[src/sv/ldifru_pkg.sv]
package ldifru_pkg;

  // Characters with a meaning of their own in the text stream.
  localparam logic [7:0] CH_SPACE   = 8'h20;
  localparam logic [7:0] CH_NEWLINE = 8'h0A;
  localparam logic [7:0] CH_HASH    = 8'h23;

  // Codes for the way a record ended.
  localparam logic [1:0] END_BLANK_LINE  = 2'd0;
  localparam logic [1:0] END_EOI_RECORD  = 2'd1;
  localparam logic [1:0] END_EOI_NOTHING = 2'd2;

  // One result beat.
  typedef struct packed {
    logic [7:0] out_byte;
    logic       record_end;
    logic [1:0] end_kind;
  } result_t;

  // A kept character.
  function automatic result_t mk_byte(logic [7:0] b);
    result_t r;
    r.out_byte   = b;
    r.record_end = 1'b0;
    r.end_kind   = END_BLANK_LINE;
    return r;
  endfunction

  // An end-of-record marker.
  function automatic result_t mk_end(logic [1:0] kind);
    result_t r;
    r.out_byte   = 8'h00;
    r.record_end = 1'b1;
    r.end_kind   = kind;
    return r;
  endfunction

endpackage

[src/sv/ldifru_if.sv]
// Text stream channel: one byte or an end-of-input mark per beat.
interface ldifru_text_if;
  logic       valid;
  logic       ready;
  logic [7:0] in_byte;
  logic       end_of_input;

  modport source (output valid, output in_byte, output end_of_input, input ready);
  modport sink   (input valid, input in_byte, input end_of_input, output ready);
endinterface

// Record channel: one kept byte or an end marker per beat.
interface ldifru_rec_if;
  logic       valid;
  logic       ready;
  logic [7:0] out_byte;
  logic       record_end;
  logic [1:0] end_kind;

  modport source (output valid, output out_byte, output record_end, output end_kind,
                  input ready);
  modport sink   (input valid, input out_byte, input record_end, input end_kind,
                  output ready);
endinterface

[src/sv/ldif_record_unfolder.sv]
// Channel   Direction  Payload
// text      sink       in_byte[7:0], end_of_input
// rec       source     out_byte[7:0], record_end, end_kind[1:0]
//
// One text beat is taken per cycle while text.ready is high; its results appear in the cycle after.
// A beat that gives two results (held newline plus a byte, or plus an end
// marker) fills the two-entry result buffer, so text stalls until rec takes the first.
// text.ready is high when the buffer is empty, or holds one beat that rec takes.
// Reset (rst, synchronous) clears the unfolding state and empties the buffer.
module ldif_record_unfolder (
  input  logic                clk,
  input  logic                rst,
  ldifru_text_if.sink         text,
  ldifru_rec_if.source        rec
);

  // Unfolding state.
  logic inside_comment, inside_comment_next;
  logic held_newline, held_newline_next;
  logic record_nonempty, record_nonempty_next;
  logic anything_read, anything_read_next;

  // Result buffer: entry 0 is the head.
  ldifru_pkg::result_t buf0, buf1;
  logic [1:0]          count;

  ldifru_pkg::result_t res0, res1;
  logic [1:0]          res_n;
  logic                accept, pop;

  assign pop         = rec.valid && rec.ready;
  assign text.ready  = (count == 2'd0) || ((count == 2'd1) && rec.ready);
  assign accept      = text.valid && text.ready;

  assign rec.valid      = (count != 2'd0);
  assign rec.out_byte   = buf0.out_byte;
  assign rec.record_end = buf0.record_end;
  assign rec.end_kind   = buf0.end_kind;

  // Results and next state for the beat at the input.
  always_comb begin
    res0                 = ldifru_pkg::mk_byte(8'h00);
    res1                 = ldifru_pkg::mk_byte(8'h00);
    res_n                = 2'd0;
    inside_comment_next  = inside_comment;
    held_newline_next    = held_newline;
    record_nonempty_next = record_nonempty;
    anything_read_next   = anything_read;
    if (text.end_of_input) begin
      if (held_newline) begin
        res0  = ldifru_pkg::mk_byte(ldifru_pkg::CH_NEWLINE);
        res1  = ldifru_pkg::mk_end(anything_read ? ldifru_pkg::END_EOI_RECORD
                                                 : ldifru_pkg::END_EOI_NOTHING);
        res_n = 2'd2;
      end else begin
        res0  = ldifru_pkg::mk_end(anything_read ? ldifru_pkg::END_EOI_RECORD
                                                 : ldifru_pkg::END_EOI_NOTHING);
        res_n = 2'd1;
      end
      inside_comment_next  = 1'b0;
      held_newline_next    = 1'b0;
      record_nonempty_next = 1'b0;
      anything_read_next   = 1'b0;
    end else begin
      anything_read_next = 1'b1;
      if (inside_comment) begin
        if (text.in_byte == ldifru_pkg::CH_NEWLINE) begin
          inside_comment_next = 1'b0;
        end
      end else if (text.in_byte == ldifru_pkg::CH_SPACE && held_newline) begin
        // Continuation line: the newline and the space both vanish.
        held_newline_next = 1'b0;
      end else if (text.in_byte == ldifru_pkg::CH_NEWLINE && held_newline) begin
        // Blank line closes the record.
        res0                 = ldifru_pkg::mk_end(ldifru_pkg::END_BLANK_LINE);
        res_n                = 2'd1;
        inside_comment_next  = 1'b0;
        held_newline_next    = 1'b0;
        record_nonempty_next = 1'b0;
        anything_read_next   = 1'b0;
      end else if (text.in_byte == ldifru_pkg::CH_HASH &&
                   (!record_nonempty || held_newline)) begin
        inside_comment_next = 1'b1;
      end else if (text.in_byte == ldifru_pkg::CH_NEWLINE && !record_nonempty) begin
        // Leading blank lines are skipped.
      end else begin
        record_nonempty_next = 1'b1;
        if (held_newline) begin
          // The byte here is never a newline, so both go out.
          res0              = ldifru_pkg::mk_byte(ldifru_pkg::CH_NEWLINE);
          res1              = ldifru_pkg::mk_byte(text.in_byte);
          res_n             = 2'd2;
          held_newline_next = 1'b0;
        end else if (text.in_byte == ldifru_pkg::CH_NEWLINE) begin
          held_newline_next = 1'b1;
        end else begin
          res0  = ldifru_pkg::mk_byte(text.in_byte);
          res_n = 2'd1;
        end
      end
    end
  end

  // State and control registers.
  always_ff @(posedge clk) begin
    if (rst) begin
      inside_comment  <= 1'b0;
      held_newline    <= 1'b0;
      record_nonempty <= 1'b0;
      anything_read   <= 1'b0;
      count           <= 2'd0;
    end else if (accept) begin
      // Accepting implies the buffer is empty after this cycle's pop.
      inside_comment  <= inside_comment_next;
      held_newline    <= held_newline_next;
      record_nonempty <= record_nonempty_next;
      anything_read   <= anything_read_next;
      count           <= res_n;
    end else if (pop) begin
      count <= count - 2'd1;
    end
  end

  // Buffer payload.
  always_ff @(posedge clk) begin
    if (accept) begin
      buf0 <= res0;
      buf1 <= res1;
    end else if (pop) begin
      buf0 <= buf1;
    end
  end

endmodule

[src/flat_wrapper.sv]
// flat-port wrapper written by rule: the top's interface ports become plain ports
module ldif_record_unfolder_flat 
  (clk, rst, text_valid, text_in_byte, text_end_of_input, text_ready, rec_valid, rec_out_byte, rec_record_end, rec_end_kind, rec_ready);
  ldifru_text_if text_i ();
  ldifru_rec_if rec_i ();
  input  logic clk;
  input  logic rst;
  input wire logic [$bits(text_i.valid)-1:0] text_valid;
  input wire logic [$bits(text_i.in_byte)-1:0] text_in_byte;
  input wire logic [$bits(text_i.end_of_input)-1:0] text_end_of_input;
  output wire logic [$bits(text_i.ready)-1:0] text_ready;
  output wire logic [$bits(rec_i.valid)-1:0] rec_valid;
  output wire logic [$bits(rec_i.out_byte)-1:0] rec_out_byte;
  output wire logic [$bits(rec_i.record_end)-1:0] rec_record_end;
  output wire logic [$bits(rec_i.end_kind)-1:0] rec_end_kind;
  input wire logic [$bits(rec_i.ready)-1:0] rec_ready;
  assign text_i.valid = text_valid;
  assign text_i.in_byte = text_in_byte;
  assign text_i.end_of_input = text_end_of_input;
  assign text_ready = text_i.ready;
  assign rec_valid = rec_i.valid;
  assign rec_out_byte = rec_i.out_byte;
  assign rec_record_end = rec_i.record_end;
  assign rec_end_kind = rec_i.end_kind;
  assign rec_i.ready = rec_ready;
  ldif_record_unfolder u_core (.clk(clk), .rst(rst), .text(text_i), .rec(rec_i));
endmodule
[config.mk]
export PLATFORM = sky130hd
export DESIGN_NAME = ldif_record_unfolder_flat
export DESIGN_NICKNAME = d
export VERILOG_FILES = /design/src/sv/ldifru_pkg.sv /design/src/sv/ldifru_if.sv /design/src/sv/ldif_record_unfolder.sv /design/src/flat_wrapper.sv
export SDC_FILE = /design/constraint.sdc
export NUM_CORES = 1
export LEC_CHECK = 0
export BUFFER_PORTS_ARGS = -buffer_cell sky130_fd_sc_hd__buf_2
export CORE_MARGIN = 4
export CORE_UTILIZATION = 45
export CTS_CLUSTER_DIAMETER = 30
export DETAILED_ROUTE_END_ITERATION = 10
export HOLD_SLACK_MARGIN = 0.08
export PLACE_DENSITY = 0.67
export SYNTH_ARGS = -nofsm -noshare
export SYNTH_HDL_FRONTEND = slang
export SYNTH_SLANG_ARGS = --single-unit
[constraint.sdc]
create_clock -name clk -period 5.1 [get_ports clk]
set_input_delay 0.765 -clock clk [delete_from_list [all_inputs] [get_ports clk]]
set_output_delay 0.765 -clock clk [all_outputs]
set_load 0.01 [all_outputs]
# After elaboration in Yosys (flattened, before gate mapping)
# Cells that the tools add are included.
[totals]
output_inout_bits = 13
mem_bits_ro = 0
wordCells = 92
in_bits = 13
memories = 0
ramBits = 0
latchBits = 0
register_bits = 28
[op_classes]
magnitude_cmp = 0
bitwise_logic = 0
shift = 0
add_sub_neg = 1
n_eq_ne = 10
n_reduce_logical = 15
muxes = 55
div_mod_pow = 0
mul = 0
[op_table]
columns = ["op", "n"]
rows = [
  ["$mux 11", 17],
  ["$mux 1", 25],
  ["$mux 2", 11],
  ["$eq 8x6->1 const B", 2],
  ["$eq 8x4->1 const B", 1],
  ["$ne 4x2->1 const B", 2],
  ["$logic_and 1x1->1", 7],
  ["$mux 7", 1],
  ["$ne 3x2->1 const B", 2],
  ["$reduce_and 5->1", 1],
  ["$ne 2x2->1 const B", 2],
  ["$reduce_and 4->1", 1],
  ["$reduce_bool 2->1", 2],
  ["$mux 3", 1],
  ["$eq 2x1->1 const B", 1],
  ["$logic_not 2->1", 1],
  ["$logic_or 1x1->1", 2],
  ["$sub 2x1->2 const B", 1],
  ["$logic_not 1->1", 1],
]

# Logic depth before layout (Yosys ltp)
[logic_depth]
word_depth = 10
ltp_mapped = 8
mapped_depth_nobuf = 7

# Least setup slack after synthesis
# OpenSTA, ideal clock, no wires.
[synth_timing]
kind = "in2reg"
startpoint = "input text_in_byte[2]"
endpoint = "register u_core.buf0, in the netlist u_core.rec.out_byte[1], data pin"
setup_ns = 0.261
arrival_ns = 1.874
path_stages = 5
n_path_buf = 0
required_time_ns = 4.839
setup_slack_ns = 2.965
path_cell_list = "nor4_4 and2_2 nand2_1 o2111a_1 a221o_1"
[synth_between]
elab_chain_len = 10
word_cells_on_any_way = 16
classes_between = "eq/ne (3); mux (9); reduce/logical (4)"
[synth_lines]
columns = ["element", "line_no", "rtl"]
rows = [
  ["start, declared", "flat_wrapper.sv:9", "input wire logic [$bits(text_i.in_byte)-1:0] text_in_byte;"],
  ["$eq 8x4->1", "ldif_record_unfolder.sv:73, ldif_record_unfolder.sv:84, ldif_record_unfolder.sv:94", ""],
  ["$mux 11", "ldif_record_unfolder.sv:94", "end else if (text.in_byte == ldifru_pkg::CH_NEWLINE) begin"],
  ["$mux 11", "ldif_record_unfolder.sv:88", "if (held_newline) begin"],
  ["$mux 11", "ldif_record_unfolder.sv:84", "end else if (text.in_byte == ldifru_pkg::CH_NEWLINE && !record_nonempty) begin"],
  ["$mux 11", "ldif_record_unfolder.sv:81", "end else if (text.in_byte == ldifru_pkg::CH_HASH &&"],
  ["$mux 11", "ldif_record_unfolder.sv:73", "end else if (text.in_byte == ldifru_pkg::CH_NEWLINE && held_newline) begin"],
  ["$mux 11 *", "ldif_record_unfolder.sv:70", "end else if (text.in_byte == ldifru_pkg::CH_SPACE && held_newline) begin"],
  ["$mux 11 *", "ldif_record_unfolder.sv:66", "if (inside_comment) begin"],
  ["$mux 11 *", "ldif_record_unfolder.sv:49", "if (text.end_of_input) begin"],
  ["$mux 11 *", "ldif_record_unfolder.sv:126", "if (accept) begin"],
  ["end signal, assigned", "ldif_record_unfolder.sv:127", "buf0 <= res0;"],
  ["end signal, assigned", "ldif_record_unfolder.sv:130", "buf0 <= buf1;"],
  ["end, declared", "ldif_record_unfolder.sv:24", "ldifru_pkg::result_t buf0, buf1;"],
]
# Every way passes the cells marked *; elsewhere a longest branch is shown, timed or not.
# A chain may end at the register's enable or synchronous reset.

# Worst setup path after layout
[layout_timing]
startpoint = "register u_core.count[0]"
endpoint = "register u_core.buf0, in the netlist u_core.rec.out_byte[1], data pin"
[layout_between]
elab_chain_len = 5
word_cells_on_any_way = 6
classes_between = "eq/ne (1); mux (1); reduce/logical (4)"
[layout_lines]
columns = ["element", "line_no", "rtl"]
rows = [
  ["start, declared", "ldif_record_unfolder.sv:25", "logic [1:0] count;"],
  ["start signal, assigned", "ldif_record_unfolder.sv:118", "count <= res_n;"],
  ["start signal, assigned", "ldif_record_unfolder.sv:120", "count <= count - 2'd1;"],
  ["$eq 2x1->1", "ldif_record_unfolder.sv:32", "assign text.ready = (count == 2'd0) || ((count == 2'd1) && rec.ready);"],
  ["$logic_and 1x1->1", "ldif_record_unfolder.sv:32", ""],
  ["$logic_or 1x1->1 *", "ldif_record_unfolder.sv:32", ""],
  ["$logic_and 1x1->1 *", "ldif_record_unfolder.sv:33", "assign accept = text.valid && text.ready;"],
  ["net u_core.accept", "ldif_record_unfolder.sv:29", "logic accept, pop;"],
  ["$mux 11 *", "ldif_record_unfolder.sv:126", ""],
]
# The timed path passes the listed nets; every way through them passes the cells marked *.

==> flow_summary.yaml <==
run_status:
  outcome: "finished, final reports clean"
setup_path:
  cp_data_required_time_ps: 5200
  path_common_cell: "inv_1"
  cpPeakStageDelay_ps: 510
  arrival_ps: 2790
  cp_num_cells: 7
  cp_num_buf_inv: 2
  cp-start-kind: "flop"
  worstSetupPathType: "reg2reg"
  reg2reg_depth: 7
  critical_path.top_delay_family: "compound AO/OA/AOI/OAI gates"
  crit_chain: "inv_1 > ha_1 > a21o_1 > nand2_1 > inv_1 > o2111a_1 > a221o_1"
  critPathMaxFanout: 22
  critPathSlowestCell: "nand2_1"
  cp-end-kind: "flop"
placement:
  pre_cts_slack_ps: 2190
  gp_congestion: 0.909
  detailed_place_hpwl_um: 2070
  dp_cells: 194
  io_buffer_count: 25
sta:
  hold_slack_ps: 543
  period_needed_ps: 2690
  maxSlewHeadroom_pct: 54.2
  setup_viol: 0
  hold_violations: 0
  worst-slew-pin-transition_ps: 685
  maxSlewViolCount: 0
  fmax_ghz: 0.371
  setup_tns_ps: 0
  fin_skew_ps: 6.64
  worst_slack_ps: 2410
  rsz0062_at_grt: "false"
  min_period_over_period_pct: 52.8
yosys:
  ys.flop_type: "edfxtp_1"
  synth_seq_cells: 28
  yosysWarnings: 0
  synth_edf_count: 22
  ys_seq_area_share_pct: 54.6
  syn_inst: 130
  yosys.cell_types.count: 45
  syn_area_per_cell_um2: 11.0
  synth_area_mm2: 0.00143
  async_flop_share_pct: 0
  syn-num-nets: 145
floorplanning:
  dieArea_mm2: 0.00414
  fp.dieW_um: 64.4
  die_h_um: 64.4
  io_pins: 26
  start_util_pct: 46.8
  core_area_mm2: 0.00305
  rows: 20
finish:
  final_common_cell: "buf_2"
  instances_no_fill: 198
  fin_util_pct: 52.6
  final_cell_mix: "buf_2 (25), edfxtp_1 (22), nand2_1 (17)"
  diodes: 0
  syn2layout_area_growth_pct: 12.2
  drive_gt1_share_pct: 21.4
  final_nets: 170
global_route:
  grt_usage_pct: 14.5
  grt_max_degree: 23
  grt_pass1_wl_um: 4840
  grt-ovfl-total: 0
  grt_pass1_vias: 1031
  antenna_found_initial: 0
clock_network:
  cts_buffer_depth: 2
  clkTransAtPathRegs_ps: 150
  cts_root_buf: "clkbuf_4"
  cts_sinks: 28
  cts_resized: 0
  cts_made_buffers: 3
  clk_latency_ps: 320
  post_cts.repair.setup_buffers: 0
  cts_tree: "built"
  cts.htree.levels: 1
  ctsHoldBuffers: 0
pwr:
  p_leak_nw: 0.657
  p_per_area_mw_per_mm2: 326
  max-vdd-ir-drop_mv: 0.127
min_path:
  hold_depth: 2
  hold_path_class: "reg2reg"
route:
  wl_um: 2800
  wl_per_cell_um: 14.2
  drc: 0
  vias_per_cell: 5.50
  first_iter_violations: 47
  firstDrtPassIters: 4
  vias: 1089
  detail-route-antenna-nets: 0
flow_run:
  cap_viol_max_count: 0
==> metal layers <==
layer	up-vias	wire [µm]	global-route usage, %
met2	43	1330	23.1
met5	-	0	0
met4	0	23	3.69
li1	538	-	-
met3	4	182	2.28
met1	504	1270	20.6
==> Yosys cell counts, drive strengths merged, types with 2 or more instances <==
master / n / area, µm²
buf: 4 / 27.5
nand2: 17 / 63.8
a21oi: 7 / 35.0
a22o: 6 / 52.6
o21bai: 2 / 15.0
inv: 9 / 33.8
o31ai: 3 / 22.5
and2: 8 / 51.3
ha: 2 / 25.0
nand3: 3 / 15.0
dfxtp: 6 / 120
o21ai: 2 / 10.0
nand2b: 2 / 12.5
and3: 3 / 18.8
a221o: 2 / 20.0
nor2: 8 / 30.0
edfxtp: 22 / 661
==> power breakdown <==
part / switching (mW) / internal [mW]
clock network: 0.0630 / 0.0287
registers: 0.0111 / 0.289
logic: 0.0778 / 0.0532
==> worst paths after layout <==
kind                        start                endpoint  slack (ps)
setup / recovery  u_core.count[0]  u_core.rec.out_byte[1]        2410
hold / removal     u_core.buf1[0]  u_core.rec.end_kind[0]         540
hold reg to reg    u_core.buf1[0]  u_core.rec.end_kind[0]         540
setup reg to reg  u_core.count[0]  u_core.rec.out_byte[1]        2410
==> state kept, by name, summed over array words and instances, names as in the netlist <==
register / count
u_core.rec.record_end: 1
u_core.inside_comment: 1
u_core.buf1: 11
u_core.anything_read: 1
u_core.rec.end_kind: 2
u_core.record_nonempty: 1
u_core.rec.out_byte: 8
u_core.count: 2
u_core.held_newline: 1
==> logic make-up (layout without fill, tap and decap cells) <==
| family | count (synthesis) | count (layout) | share of synthesized area, % |
|---|---|---|---|
| multiplexers | 2 | 2 | 1.49 |
| AND/OR/NAND/NOR | 51 | 51 | 19.9 |
| buffers and inverters | 14 | 38 | 4.55 |
| AO/OA/AOI/OAI | 33 | 33 | 17.8 |
| adder cells (fa/ha/maj) | 2 | 2 | 1.75 |
| flip-flops | 28 | 28 | 54.6 |
==> final cells by class <==
class	count	area, µm²
repair buffers	25	125
inverters	9	33.8
clock buffers	3	22.5
well taps	44	55.1
fillers	299	1450
clock inverters	1	3.75
multi-input cells	88	584
flip-flops and latches	28	781
==> worst reg2reg max path, stage by stage (launching register included) <==
cell and delay, ps:
dfxtp_1 420, inv_1 60, ha_1 230, a21o_1 180
nand2_1 510, inv_1 500, o2111a_1 280, a221o_1 290
==> metrics by stage <==
| step | instance area, µm² | total power [mW] |
|---|---|---|
| 3_3_place_gp | 1580 | 0.434 |
| 6_report | 1610 | 0.523 |
| 5_1_grt | 1610 | 0.556 |
| 2_1_floorplan | 1430 | 0.393 |
| 3_5_place_dp | 1580 | 0.438 |
| 4_1_cts | 1610 | 0.524 |
(Power assumes the default switching activity.)
